$ cat src/rtl/hlt_pkg.sv
// ----------------------------------------------------------------------------
// hlt_pkg: shared definitions for the heartbeat liveness table
// Table geometry, status and command codes, register map, and the command
// and status groups between the controller and the datapath.
// ----------------------------------------------------------------------------
package hlt_pkg;

    localparam int TABLE_ENTRIES = 16;
    localparam int IDX_W = (TABLE_ENTRIES > 1) ? $clog2(TABLE_ENTRIES) : 1;
    localparam int CNT_W = $clog2(TABLE_ENTRIES + 1);

    localparam int OWNER_W   = 32;
    localparam int TIME_W    = 64;
    localparam int STATUS_W  = 3;
    localparam int EIDX_W    = 4;
    localparam int FREED_W   = 5;
    localparam int ENTRIES_W = 5;

    localparam int ADDR_W = 4;
    localparam int DATA_W = 64;

    localparam logic [TIME_W-1:0]    TIMEOUT_RESET = 64'd1_000_000_000;
    localparam logic [ENTRIES_W-1:0] ENTRIES_RESET = 5'd16;
    localparam int                   FREED_MAX     = 31;

    // Register select is address bit 3: registers sit 8 bytes apart.
    localparam logic REG_ENTRIES_IN_USE = 1'b0;
    localparam logic REG_TIMEOUT_NS     = 1'b1;

    localparam logic CMD_HEARTBEAT = 1'b0;
    localparam logic CMD_SWEEP     = 1'b1;

    typedef enum logic [STATUS_W-1:0] {
        STATUS_REFRESHED  = 3'd0,
        STATUS_REGISTERED = 3'd1,
        STATUS_FULL       = 3'd2,
        STATUS_SWEPT      = 3'd3,
        STATUS_ZERO_ID    = 3'd4
    } status_t;

    typedef enum logic [1:0] {
        S_IDLE,
        S_SCAN,
        S_FINISH
    } state_t;

    typedef struct packed {
        logic load;
        logic step;
        logic commit;
    } dp_cmd_t;

    typedef struct packed {
        logic scan_done;
        logic out_free;
    } dp_status_t;

    function automatic logic [CNT_W-1:0] clamp_entries(input logic [ENTRIES_W-1:0] e);
        if (int'(e) > TABLE_ENTRIES) begin
            return CNT_W'(TABLE_ENTRIES);
        end
        return CNT_W'(e);
    endfunction

    function automatic logic [FREED_W-1:0] sat_freed(input logic [CNT_W-1:0] v);
        if (int'(v) > FREED_MAX) begin
            return FREED_W'(FREED_MAX);
        end
        return FREED_W'(v);
    endfunction

endpackage

$ cat src/rtl/hlt_if.sv
// ----------------------------------------------------------------------------
// hlt_if: item channels of the heartbeat liveness table
// hlt_in_if carries request items, hlt_out_if carries result items, both
// with a valid/ready handshake.
// ----------------------------------------------------------------------------
interface hlt_in_if;
    import hlt_pkg::*;

    logic                 valid;
    logic                 ready;
    logic                 cmd;
    logic [OWNER_W-1:0]   owner_id;
    logic [TIME_W-1:0]    now_time;

    modport source (output valid, output cmd, output owner_id, output now_time,
                    input ready);
    modport sink   (input valid, input cmd, input owner_id, input now_time,
                    output ready);
endinterface

interface hlt_out_if;
    import hlt_pkg::*;

    logic                 valid;
    logic                 ready;
    logic [STATUS_W-1:0]  status;
    logic [EIDX_W-1:0]    entry_index;
    logic [FREED_W-1:0]   freed_count;

    modport source (output valid, output status, output entry_index,
                    output freed_count, input ready);
    modport sink   (input valid, input status, input entry_index,
                    input freed_count, output ready);
endinterface

$ cat src/rtl/hlt_ctrl.sv
// ----------------------------------------------------------------------------
// hlt_ctrl: sequencing controller
// Takes one item, steps the datapath across the active entries, then
// commits the result (and a heartbeat's table update) once the output register is free.
// ----------------------------------------------------------------------------
module hlt_ctrl (
    input  logic                clk,
    input  logic                rst_n,
    input  logic                in_valid,
    output logic                in_ready,
    input  hlt_pkg::dp_status_t dp_status,
    output hlt_pkg::dp_cmd_t    dp_cmd
);
    import hlt_pkg::*;

    state_t state_reg;
    state_t state_next;

    always_ff @(posedge clk or negedge rst_n)
    begin
        if (!rst_n)
        begin
            state_reg <= S_IDLE;
        end
        else
        begin
            state_reg <= state_next;
        end
    end

    always_comb
    begin
        state_next = state_reg;
        in_ready   = 1'b0;
        dp_cmd     = '0;
        case (state_reg)
            S_IDLE:
            begin
                in_ready = 1'b1;
                if (in_valid)
                begin
                    dp_cmd.load = 1'b1;
                    state_next  = S_SCAN;
                end
            end
            S_SCAN:
            begin
                if (dp_status.scan_done)
                begin
                    state_next = S_FINISH;
                end
                else
                begin
                    dp_cmd.step = 1'b1;
                end
            end
            S_FINISH:
            begin
                if (dp_status.out_free)
                begin
                    dp_cmd.commit = 1'b1;
                    state_next    = S_IDLE;
                end
            end
            default:
            begin
                state_next = S_IDLE;
            end
        endcase
    end

`ifndef SYNTHESIS
    a_step_only_in_scan: assert property (@(posedge clk) disable iff (!rst_n)
        dp_cmd.step |-> state_reg == S_SCAN && !dp_status.scan_done)
        else $error("scan step issued outside an unfinished scan");
    a_commit_ends_item: assert property (@(posedge clk) disable iff (!rst_n)
        dp_cmd.commit |=> in_ready)
        else $error("controller did not return to idle after commit");
    a_load_starts_scan: assert property (@(posedge clk) disable iff (!rst_n)
        dp_cmd.load |=> state_reg == S_SCAN)
        else $error("accepted item did not start a scan");
`endif

endmodule

$ cat src/rtl/hlt_datapath.sv
// ----------------------------------------------------------------------------
// hlt_datapath: entry store, scan logic and result register
// Holds the owner and last-seen stores, examines one entry per step and
// records the first match, the first free entry and the number freed.
// ----------------------------------------------------------------------------
module hlt_datapath (
    input  logic                              clk,
    input  logic                              rst_n,
    input  hlt_pkg::dp_cmd_t                  dp_cmd,
    output hlt_pkg::dp_status_t               dp_status,
    input  logic                              in_cmd,
    input  logic [hlt_pkg::OWNER_W-1:0]       in_owner_id,
    input  logic [hlt_pkg::TIME_W-1:0]        in_now_time,
    input  logic [hlt_pkg::CNT_W-1:0]         active_n,
    input  logic [hlt_pkg::TIME_W-1:0]        timeout_ns,
    input  logic                              out_ready,
    output logic                              out_valid,
    output logic [hlt_pkg::STATUS_W-1:0]      out_status,
    output logic [hlt_pkg::EIDX_W-1:0]        out_entry_index,
    output logic [hlt_pkg::FREED_W-1:0]       out_freed_count
);
    import hlt_pkg::*;

    logic [OWNER_W-1:0] owner_mem [TABLE_ENTRIES];
    logic [TIME_W-1:0]  last_seen_mem [TABLE_ENTRIES];

    logic               cmd_reg;
    logic [OWNER_W-1:0] owner_reg;
    logic [TIME_W-1:0]  now_reg;
    logic [CNT_W-1:0]   idx_reg;
    logic               hit_reg;
    logic [IDX_W-1:0]   hit_idx_reg;
    logic               free_reg;
    logic [IDX_W-1:0]   free_idx_reg;
    logic [CNT_W-1:0]   freed_reg;

    logic               out_valid_reg;
    status_t            status_reg;
    logic [EIDX_W-1:0]  entry_idx_reg;
    logic [FREED_W-1:0] freed_count_reg;

    logic [IDX_W-1:0]   cur_idx;
    logic [OWNER_W-1:0] entry_owner;
    logic [TIME_W-1:0]  entry_age;
    logic               is_heartbeat;
    logic               zero_owner;
    logic               in_range;
    logic               is_match;
    logic               is_free;
    logic               is_stale;
    logic               do_register;
    logic               do_touch;
    logic [IDX_W-1:0]   touch_idx;
    status_t            status_next;
    logic [EIDX_W-1:0]  entry_idx_next;

    assign cur_idx      = idx_reg[IDX_W-1:0];
    assign entry_owner  = owner_mem[cur_idx];
    assign entry_age    = now_reg - last_seen_mem[cur_idx];
    assign is_heartbeat = (cmd_reg == CMD_HEARTBEAT);
    assign zero_owner   = (owner_reg == '0);
    assign in_range     = (idx_reg < active_n);
    assign is_match     = (entry_owner == owner_reg);
    assign is_free      = (entry_owner == '0);
    assign is_stale     = !is_free && (entry_age > timeout_ns);

    assign dp_status.scan_done = !in_range || (is_heartbeat && zero_owner);
    assign dp_status.out_free  = !out_valid_reg || out_ready;

    // A refresh wins over a registration; both need a nonzero owner.
    assign do_touch    = dp_cmd.commit && is_heartbeat && !zero_owner
                         && (hit_reg || free_reg);
    assign do_register = do_touch && !hit_reg;
    assign touch_idx   = hit_reg ? hit_idx_reg : free_idx_reg;

    always_comb
    begin
        entry_idx_next = '0;
        if (!is_heartbeat)
        begin
            status_next = STATUS_SWEPT;
        end
        else if (zero_owner)
        begin
            status_next = STATUS_ZERO_ID;
        end
        else if (hit_reg)
        begin
            status_next    = STATUS_REFRESHED;
            entry_idx_next = EIDX_W'(hit_idx_reg);
        end
        else if (free_reg)
        begin
            status_next    = STATUS_REGISTERED;
            entry_idx_next = EIDX_W'(free_idx_reg);
        end
        else
        begin
            status_next = STATUS_FULL;
        end
    end

    always_ff @(posedge clk or negedge rst_n)
    begin
        if (!rst_n)
        begin
            for (int i = 0; i < TABLE_ENTRIES; i++)
            begin
                owner_mem[i] <= '0;
            end
        end
        else if (dp_cmd.step && !is_heartbeat && is_stale)
        begin
            owner_mem[cur_idx] <= '0;
        end
        else if (do_register)
        begin
            owner_mem[free_idx_reg] <= owner_reg;
        end
    end

    // Timestamps are only read for occupied entries, and every entry that
    // becomes occupied gets its timestamp written in the same cycle.
    always_ff @(posedge clk)
    begin
        if (do_touch)
        begin
            last_seen_mem[touch_idx] <= now_reg;
        end
    end

    always_ff @(posedge clk)
    begin
        if (dp_cmd.load)
        begin
            cmd_reg   <= in_cmd;
            owner_reg <= in_owner_id;
            now_reg   <= in_now_time;
        end
    end

    always_ff @(posedge clk or negedge rst_n)
    begin
        if (!rst_n)
        begin
            idx_reg      <= '0;
            hit_reg      <= 1'b0;
            hit_idx_reg  <= '0;
            free_reg     <= 1'b0;
            free_idx_reg <= '0;
            freed_reg    <= '0;
        end
        else if (dp_cmd.load)
        begin
            idx_reg   <= '0;
            hit_reg   <= 1'b0;
            free_reg  <= 1'b0;
            freed_reg <= '0;
        end
        else if (dp_cmd.step)
        begin
            idx_reg <= idx_reg + 1'b1;
            if (is_heartbeat)
            begin
                if (is_match && !hit_reg)
                begin
                    hit_reg     <= 1'b1;
                    hit_idx_reg <= cur_idx;
                end
                if (is_free && !free_reg)
                begin
                    free_reg     <= 1'b1;
                    free_idx_reg <= cur_idx;
                end
            end
            else if (is_stale)
            begin
                freed_reg <= freed_reg + 1'b1;
            end
        end
    end

    always_ff @(posedge clk or negedge rst_n)
    begin
        if (!rst_n)
        begin
            out_valid_reg <= 1'b0;
        end
        else if (dp_cmd.commit)
        begin
            out_valid_reg <= 1'b1;
        end
        else if (out_ready)
        begin
            out_valid_reg <= 1'b0;
        end
    end

    always_ff @(posedge clk)
    begin
        if (dp_cmd.commit)
        begin
            status_reg      <= status_next;
            entry_idx_reg   <= entry_idx_next;
            freed_count_reg <= is_heartbeat ? '0 : sat_freed(freed_reg);
        end
    end

    assign out_valid       = out_valid_reg;
    assign out_status      = status_reg;
    assign out_entry_index = entry_idx_reg;
    assign out_freed_count = freed_count_reg;

`ifndef SYNTHESIS
    a_no_result_overwrite: assert property (@(posedge clk) disable iff (!rst_n)
        dp_cmd.commit |-> !(out_valid_reg && !out_ready))
        else $error("pending result overwritten");
    a_freed_within_range: assert property (@(posedge clk) disable iff (!rst_n)
        (dp_cmd.commit && !is_heartbeat) |-> freed_reg <= active_n)
        else $error("sweep freed more entries than are active");
    a_hit_within_range: assert property (@(posedge clk) disable iff (!rst_n)
        (dp_cmd.commit && hit_reg) |-> CNT_W'(hit_idx_reg) < active_n)
        else $error("refreshed entry outside the active range");
    a_commit_gives_result: assert property (@(posedge clk) disable iff (!rst_n)
        dp_cmd.commit |=> out_valid_reg)
        else $error("commit did not present a result");
`endif

endmodule

$ cat src/rtl/heartbeat_liveness_table.sv
// Sequencing: an accepted item is scanned over N entries, where N is the
// active entry count (entries_in_use capped at the table size), one entry
// per cycle; a zero-identifier heartbeat skips the scan. The result is
// registered once the output register is free; a new item is taken after.
// Reset: asynchronous, active low; clears all owners and restores the
// register defaults. The block is ready for an item on the first cycle.
// ----------------------------------------------------------------------------
// heartbeat_liveness_table: owner liveness table with timeout sweep
// Heartbeats refresh or register owners; sweeps free stale entries. The
// configuration registers sit behind an APB-style port.
// ----------------------------------------------------------------------------
module heartbeat_liveness_table (
    input  logic                        clk,
    input  logic                        rst_n,
    hlt_in_if.sink                      in_ch,
    hlt_out_if.source                   out_ch,
    input  logic                        psel,
    input  logic                        penable,
    input  logic                        pwrite,
    input  logic [hlt_pkg::ADDR_W-1:0]  paddr,
    input  logic [hlt_pkg::DATA_W-1:0]  pwdata,
    output logic [hlt_pkg::DATA_W-1:0]  prdata,
    output logic                        pready
);
    import hlt_pkg::*;

    logic [ENTRIES_W-1:0] entries_reg;
    logic [TIME_W-1:0]    timeout_reg;
    logic                 cfg_write;
    logic                 reg_sel;
    dp_cmd_t              dp_cmd;
    dp_status_t           dp_status;

    assign pready    = 1'b1;
    assign cfg_write = psel && penable && pwrite;
    assign reg_sel   = paddr[3];

    always_ff @(posedge clk or negedge rst_n)
    begin
        if (!rst_n)
        begin
            entries_reg <= ENTRIES_RESET;
            timeout_reg <= TIMEOUT_RESET;
        end
        else if (cfg_write)
        begin
            case (reg_sel)
                REG_ENTRIES_IN_USE: entries_reg <= pwdata[ENTRIES_W-1:0];
                REG_TIMEOUT_NS:     timeout_reg <= pwdata;
                default:            entries_reg <= entries_reg;
            endcase
        end
    end

    always_comb
    begin
        case (reg_sel)
            REG_ENTRIES_IN_USE: prdata = DATA_W'(entries_reg);
            REG_TIMEOUT_NS:     prdata = timeout_reg;
            default:            prdata = '0;
        endcase
    end

    hlt_ctrl u_ctrl (
        .clk       (clk),
        .rst_n     (rst_n),
        .in_valid  (in_ch.valid),
        .in_ready  (in_ch.ready),
        .dp_status (dp_status),
        .dp_cmd    (dp_cmd)
    );

    hlt_datapath u_datapath (
        .clk             (clk),
        .rst_n           (rst_n),
        .dp_cmd          (dp_cmd),
        .dp_status       (dp_status),
        .in_cmd          (in_ch.cmd),
        .in_owner_id     (in_ch.owner_id),
        .in_now_time     (in_ch.now_time),
        .active_n        (clamp_entries(entries_reg)),
        .timeout_ns      (timeout_reg),
        .out_ready       (out_ch.ready),
        .out_valid       (out_ch.valid),
        .out_status      (out_ch.status),
        .out_entry_index (out_ch.entry_index),
        .out_freed_count (out_ch.freed_count)
    );

endmodule

$ cat src/flat_wrapper.sv
// flat-port wrapper written by rule: the top's interface ports become plain ports
module heartbeat_liveness_table_flat import hlt_pkg::*;
  (clk, rst_n, psel, penable, pwrite, paddr, pwdata, prdata, pready, in_ch_valid, in_ch_cmd, in_ch_owner_id, in_ch_now_time, in_ch_ready, out_ch_valid, out_ch_status, out_ch_entry_index, out_ch_freed_count, out_ch_ready);
  hlt_in_if in_ch_i ();
  hlt_out_if out_ch_i ();
  input  logic clk;
  input  logic rst_n;
  input  logic psel;
  input  logic penable;
  input  logic pwrite;
  input  logic [hlt_pkg::ADDR_W-1:0] paddr;
  input  logic [hlt_pkg::DATA_W-1:0] pwdata;
  output logic [hlt_pkg::DATA_W-1:0] prdata;
  output logic pready;
  input wire logic [$bits(in_ch_i.valid)-1:0] in_ch_valid;
  input wire logic [$bits(in_ch_i.cmd)-1:0] in_ch_cmd;
  input wire logic [$bits(in_ch_i.owner_id)-1:0] in_ch_owner_id;
  input wire logic [$bits(in_ch_i.now_time)-1:0] in_ch_now_time;
  output wire logic [$bits(in_ch_i.ready)-1:0] in_ch_ready;
  output wire logic [$bits(out_ch_i.valid)-1:0] out_ch_valid;
  output wire logic [$bits(out_ch_i.status)-1:0] out_ch_status;
  output wire logic [$bits(out_ch_i.entry_index)-1:0] out_ch_entry_index;
  output wire logic [$bits(out_ch_i.freed_count)-1:0] out_ch_freed_count;
  input wire logic [$bits(out_ch_i.ready)-1:0] out_ch_ready;
  assign in_ch_i.valid = in_ch_valid;
  assign in_ch_i.cmd = in_ch_cmd;
  assign in_ch_i.owner_id = in_ch_owner_id;
  assign in_ch_i.now_time = in_ch_now_time;
  assign in_ch_ready = in_ch_i.ready;
  assign out_ch_valid = out_ch_i.valid;
  assign out_ch_status = out_ch_i.status;
  assign out_ch_entry_index = out_ch_i.entry_index;
  assign out_ch_freed_count = out_ch_i.freed_count;
  assign out_ch_i.ready = out_ch_ready;
  heartbeat_liveness_table u_core (.clk(clk), .rst_n(rst_n), .in_ch(in_ch_i), .out_ch(out_ch_i), .psel(psel), .penable(penable), .pwrite(pwrite), .paddr(paddr), .pwdata(pwdata), .prdata(prdata), .pready(pready));
endmodule
$ cat config.mk
export PLATFORM = sky130hd
export DESIGN_NAME = heartbeat_liveness_table_flat
export DESIGN_NICKNAME = d
export VERILOG_FILES = /design/src/rtl/hlt_pkg.sv /design/src/rtl/hlt_if.sv /design/src/rtl/hlt_ctrl.sv /design/src/rtl/hlt_datapath.sv /design/src/rtl/heartbeat_liveness_table.sv /design/src/flat_wrapper.sv
export SDC_FILE = /design/constraint.sdc
export NUM_CORES = 2
export LEC_CHECK = 0
export BUFFER_PORTS_ARGS = -buffer_cell sky130_fd_sc_hd__clkbuf_2
export CAP_MARGIN = 20
export CORE_MARGIN = 2
export CORE_UTILIZATION = 35
export DETAILED_ROUTE_END_ITERATION = 7
export HOLD_SLACK_MARGIN = 0.02
export RECOVER_POWER = 25
export SLEW_MARGIN = 20
export SYNTH_ARGS = -nofsm -noshare
export SYNTH_HDL_FRONTEND = slang
export SYNTH_SLANG_ARGS = --single-unit
$ cat constraint.sdc
create_clock -name clk -period 9.75 [get_ports clk]
set_input_delay 2.925 -clock clk [delete_from_list [all_inputs] [get_ports clk]]
set_output_delay 2.925 -clock clk [all_outputs]
set_load 0.01 [all_outputs]
==> flow_summary.yaml <==
cts:
  root_buffer: "clkbuf_16"
  cts_max_level: 4
  postCtsHoldBufs: 0
  clk_transition_reported_paths_ps: 60
  cts_resized: 0
  cts_tree: "yes"
  clock_latency_ps: 860
  cts_buffers: 184
  post_cts_buffers: 0
  clockBufferDepth: 3
  cts_num_sinks: 1737
routing:
  viasPerCell: 5.67
  ant_nets: 0
  vias: 43100
  first_iter_violations: 4517
  wl_um: 210000
  dr.pass1.iters: 8
  remaining_drc_errors: 0
  wl_per_cell_um: 27.6
cells_and_area:
  largest_reg_flops: 1024
  fin_util_pct: 40.6
  syn_to_final_growth_pct: 15.1
  stdcell_count: 7602
  drive_gt1_share_pct: 26.6
  top_register: "u_core.u_datapath.last_seen_mem"
  final_area_um2: 86100
  largestRegisters: "u_core.u_datapath.last_seen_mem x1024, u_core.u_datapath.owner_mem x512"
  n_antenna_cell: 0
  nNetsFinal: 4934
sta:
  final_max_slew_viol_count: 0
  finalCritPeriodShare_pct: 93.2
  setup_violations: 0
  grt_setup_unrepaired: "false"
  fmax_mhz: 110
  min_period_ps: 9090
  setup_tns_ps: 0
  worst_pin_slew_ps: 1160
  slew_headroom_pct: 22.2
  skew_ps: 101
  hold_viol: 0
synthesis:
  syn_area_um2: 74800
  synth-seq-cells: 1737
  ys_seq_area_share_pct: 65.7
  synth_cell_type_count: 79
  netlist_instances: 4380
  syn_avg_cell_area_um2: 17.1
  synth_edf_count: 1133
  synth_ff_type: "edfxtp_1"
  synth_nets: 4689
  async_flop_share_pct: 34.8
  ys.warnings.count: 0
global_route:
  grt_pass1_wl_um: 309000
  antenna_found_initial: 3
  grt_pass1_vias: 44400
  grt.total_usage_pct: 19.1
  overflow: 0
  grt_max_degree: 186
run_status:
  outcome: "complete, no violations"
die:
  num_io_pins: 251
  dieArea_um2: 218000
  fp.dieW_um: 466
  die-height_um: 466
  initial_core_util_pct: 35.2
  core_um2: 212000
  num_rows: 169
worst_setup_path:
  cp.required_ps: 10470
  crit_top_cell: "buf_4"
  path_max_fanout: 57
  startpoint_type: "flip-flop"
  cpPeakStageDelay_ps: 840
  crit_type: "reg2reg"
  cp.arrival_ps: 9810
  crit_path_top_delay_cell: "dfrtp_4"
  endpoint_kind: "flip-flop"
run:
  drv_cap: 0
placed_design:
  placed_area_um2: 80100
  placedCellCount: 7259
  place_congestion: 0.900
  hpwl_um: 122000
  portBuffers: 246
power:
  vdd_drop_max_mv: 0.183
  p_leak_nw: 32.2
  power_density_nw_per_um2: 265
worst_hold_path:
  hold_path.class: "reg2reg"
-- cells in the final DEF (no fill, tap or decap), drive strengths merged, types with 16 or more instances in the layout --
cell type	n
a21o	62
nand2	85
nand4	52
dfrtp	590
a22o	513
o21ai	61
nor4	25
nor2	96
ha	136
nand3	21
a21oi	111
inv	180
xor2	44
clkinv	69
mux2i	46
edfxtp	1133
buf	140
and2	72
a31oi	31
mux4	457
clkbuf	492
mux2	84
nor2b	22
nor3	21
o21a	16
xnor2	46
-- layout make-up --
cell class / count / area (um^2)
Clock buffer: 247 / 5040
Multi-Input combinational cell: 2145 / 23900
Tap cell: 2821 / 3530
Inverter: 172 / 651
Sequential cell: 1737 / 49200
Timing Repair Buffer: 385 / 2860
Clock inverter: 95 / 936
Fill cell: 19100 / 126000
-- path summary, 6_finish.rpt --
path                                                   from                          endpoint  slack [ps]  depth (start not counted)
hold reg to reg            u_core.u_datapath.owner_mem[401]  u_core.u_datapath.owner_mem[401]         490                          1
setup reg to reg               u_core.u_datapath.idx_reg[0]  u_core.u_datapath.owner_mem[495]         660                         28
max in group asynchronous                             rst_n      u_core.u_datapath.idx_reg[3]        5830                          3
hold / removal             u_core.u_datapath.owner_mem[401]  u_core.u_datapath.owner_mem[401]         490                          1
setup / recovery               u_core.u_datapath.idx_reg[0]  u_core.u_datapath.owner_mem[495]         660                         28
min in group asynchronous                             rst_n  u_core.u_datapath.owner_mem[486]        2210                          1
-- per-layer routing --
layer | wire [um] | global-route usage, % | vias up | share of wire (%)
met4 | 6650 | 6.36 | 0 | 3.2
met1 | 87400 | 25.7 | 23000 | 42
met5 | 0 | 0 | - | 0
li1 | - | - | 18000 | -
met2 | 103000 | 31.5 | 1672 | 49
met3 | 13200 | 3.26 | 367 | 6.3
-- power breakdown --
group	internal, mW	switching [mW]	leakage, nW
clock network	3.88	3.05	2.90
logic	3.08	3.93	10.8
registers	8.34	0.517	18.5
total	15.3	7.49	32.2
-- critical path: cells and delay by family (launching register included) --
family,cells,cell delay (ps)
XOR/XNOR,1,150
buffers and inverters,9,2350
AO/OA/AOI/OAI,7,1940
adder cells (fa/ha/maj),2,560
multiplexers,2,1010
flip-flops,1,840
AND/OR/NAND/NOR,7,1980
-- cells by family (layout without fill, tap and decap cells) --
logic type / Yosys count / after routing / synth area share [%]
DFF: 1737 / 1737 / 65.7
AOI/OAI and AO/OA: 886 / 886 / 9.48
muxes: 587 / 587 / 15.6
buffers and inverters: 498 / 899 / 2.72
and+or+nand+nor: 444 / 444 / 3.12
adders and majority gates: 137 / 137 / 2.30
xor gates and xnor gates: 90 / 90 / 1.05
other: 1 / 1 / 0.00501
-- Yosys cell counts (10+ instances only) --
library cell	instances	area [um^2]
a21o_1	62	465
a21oi_1	111	556
a22o_1	513	4490
a31oi_1	18	113
a31oi_4	11	234
and2_1	72	450
buf_1	36	135
buf_2	66	330
buf_4	16	120
clkbuf_1	205	769
dfrtp_1	590	14800
dfstp_2	14	368
edfxtp_1	1133	34000
ha_1	136	1700
inv_1	171	642
mux2_2	81	912
mux2i_1	46	460
mux4_2	457	10300
nand2_1	85	319
nand2b_1	15	93.8
nand3_1	21	105
nand4_1	52	325
nor2_1	96	360
nor2b_1	22	138
nor3_1	20	100
nor4_1	24	150
o21a_1	16	120
o21ai_0	61	305
o21bai_1	14	105
o22ai_1	14	87.6
o31ai_1	10	75.1
xnor2_1	46	403
xor2_1	44	385
-- through the flow --
| step | hold WS, ps | setup WS, ps | power [mW] |
|---|---|---|---|
| global placement | 477 | 606 | 15.9 |
| detailed placement | 476 | 659 | 16.0 |
| global route | 502 | 102 | 23.9 |
| finish | 494 | 662 | 22.8 |
| floorplan | 461 | 1310 | 13.8 |
| CTS | 496 | 549 | 22.9 |
No activity file was read; power rests on OpenSTA's default activity.
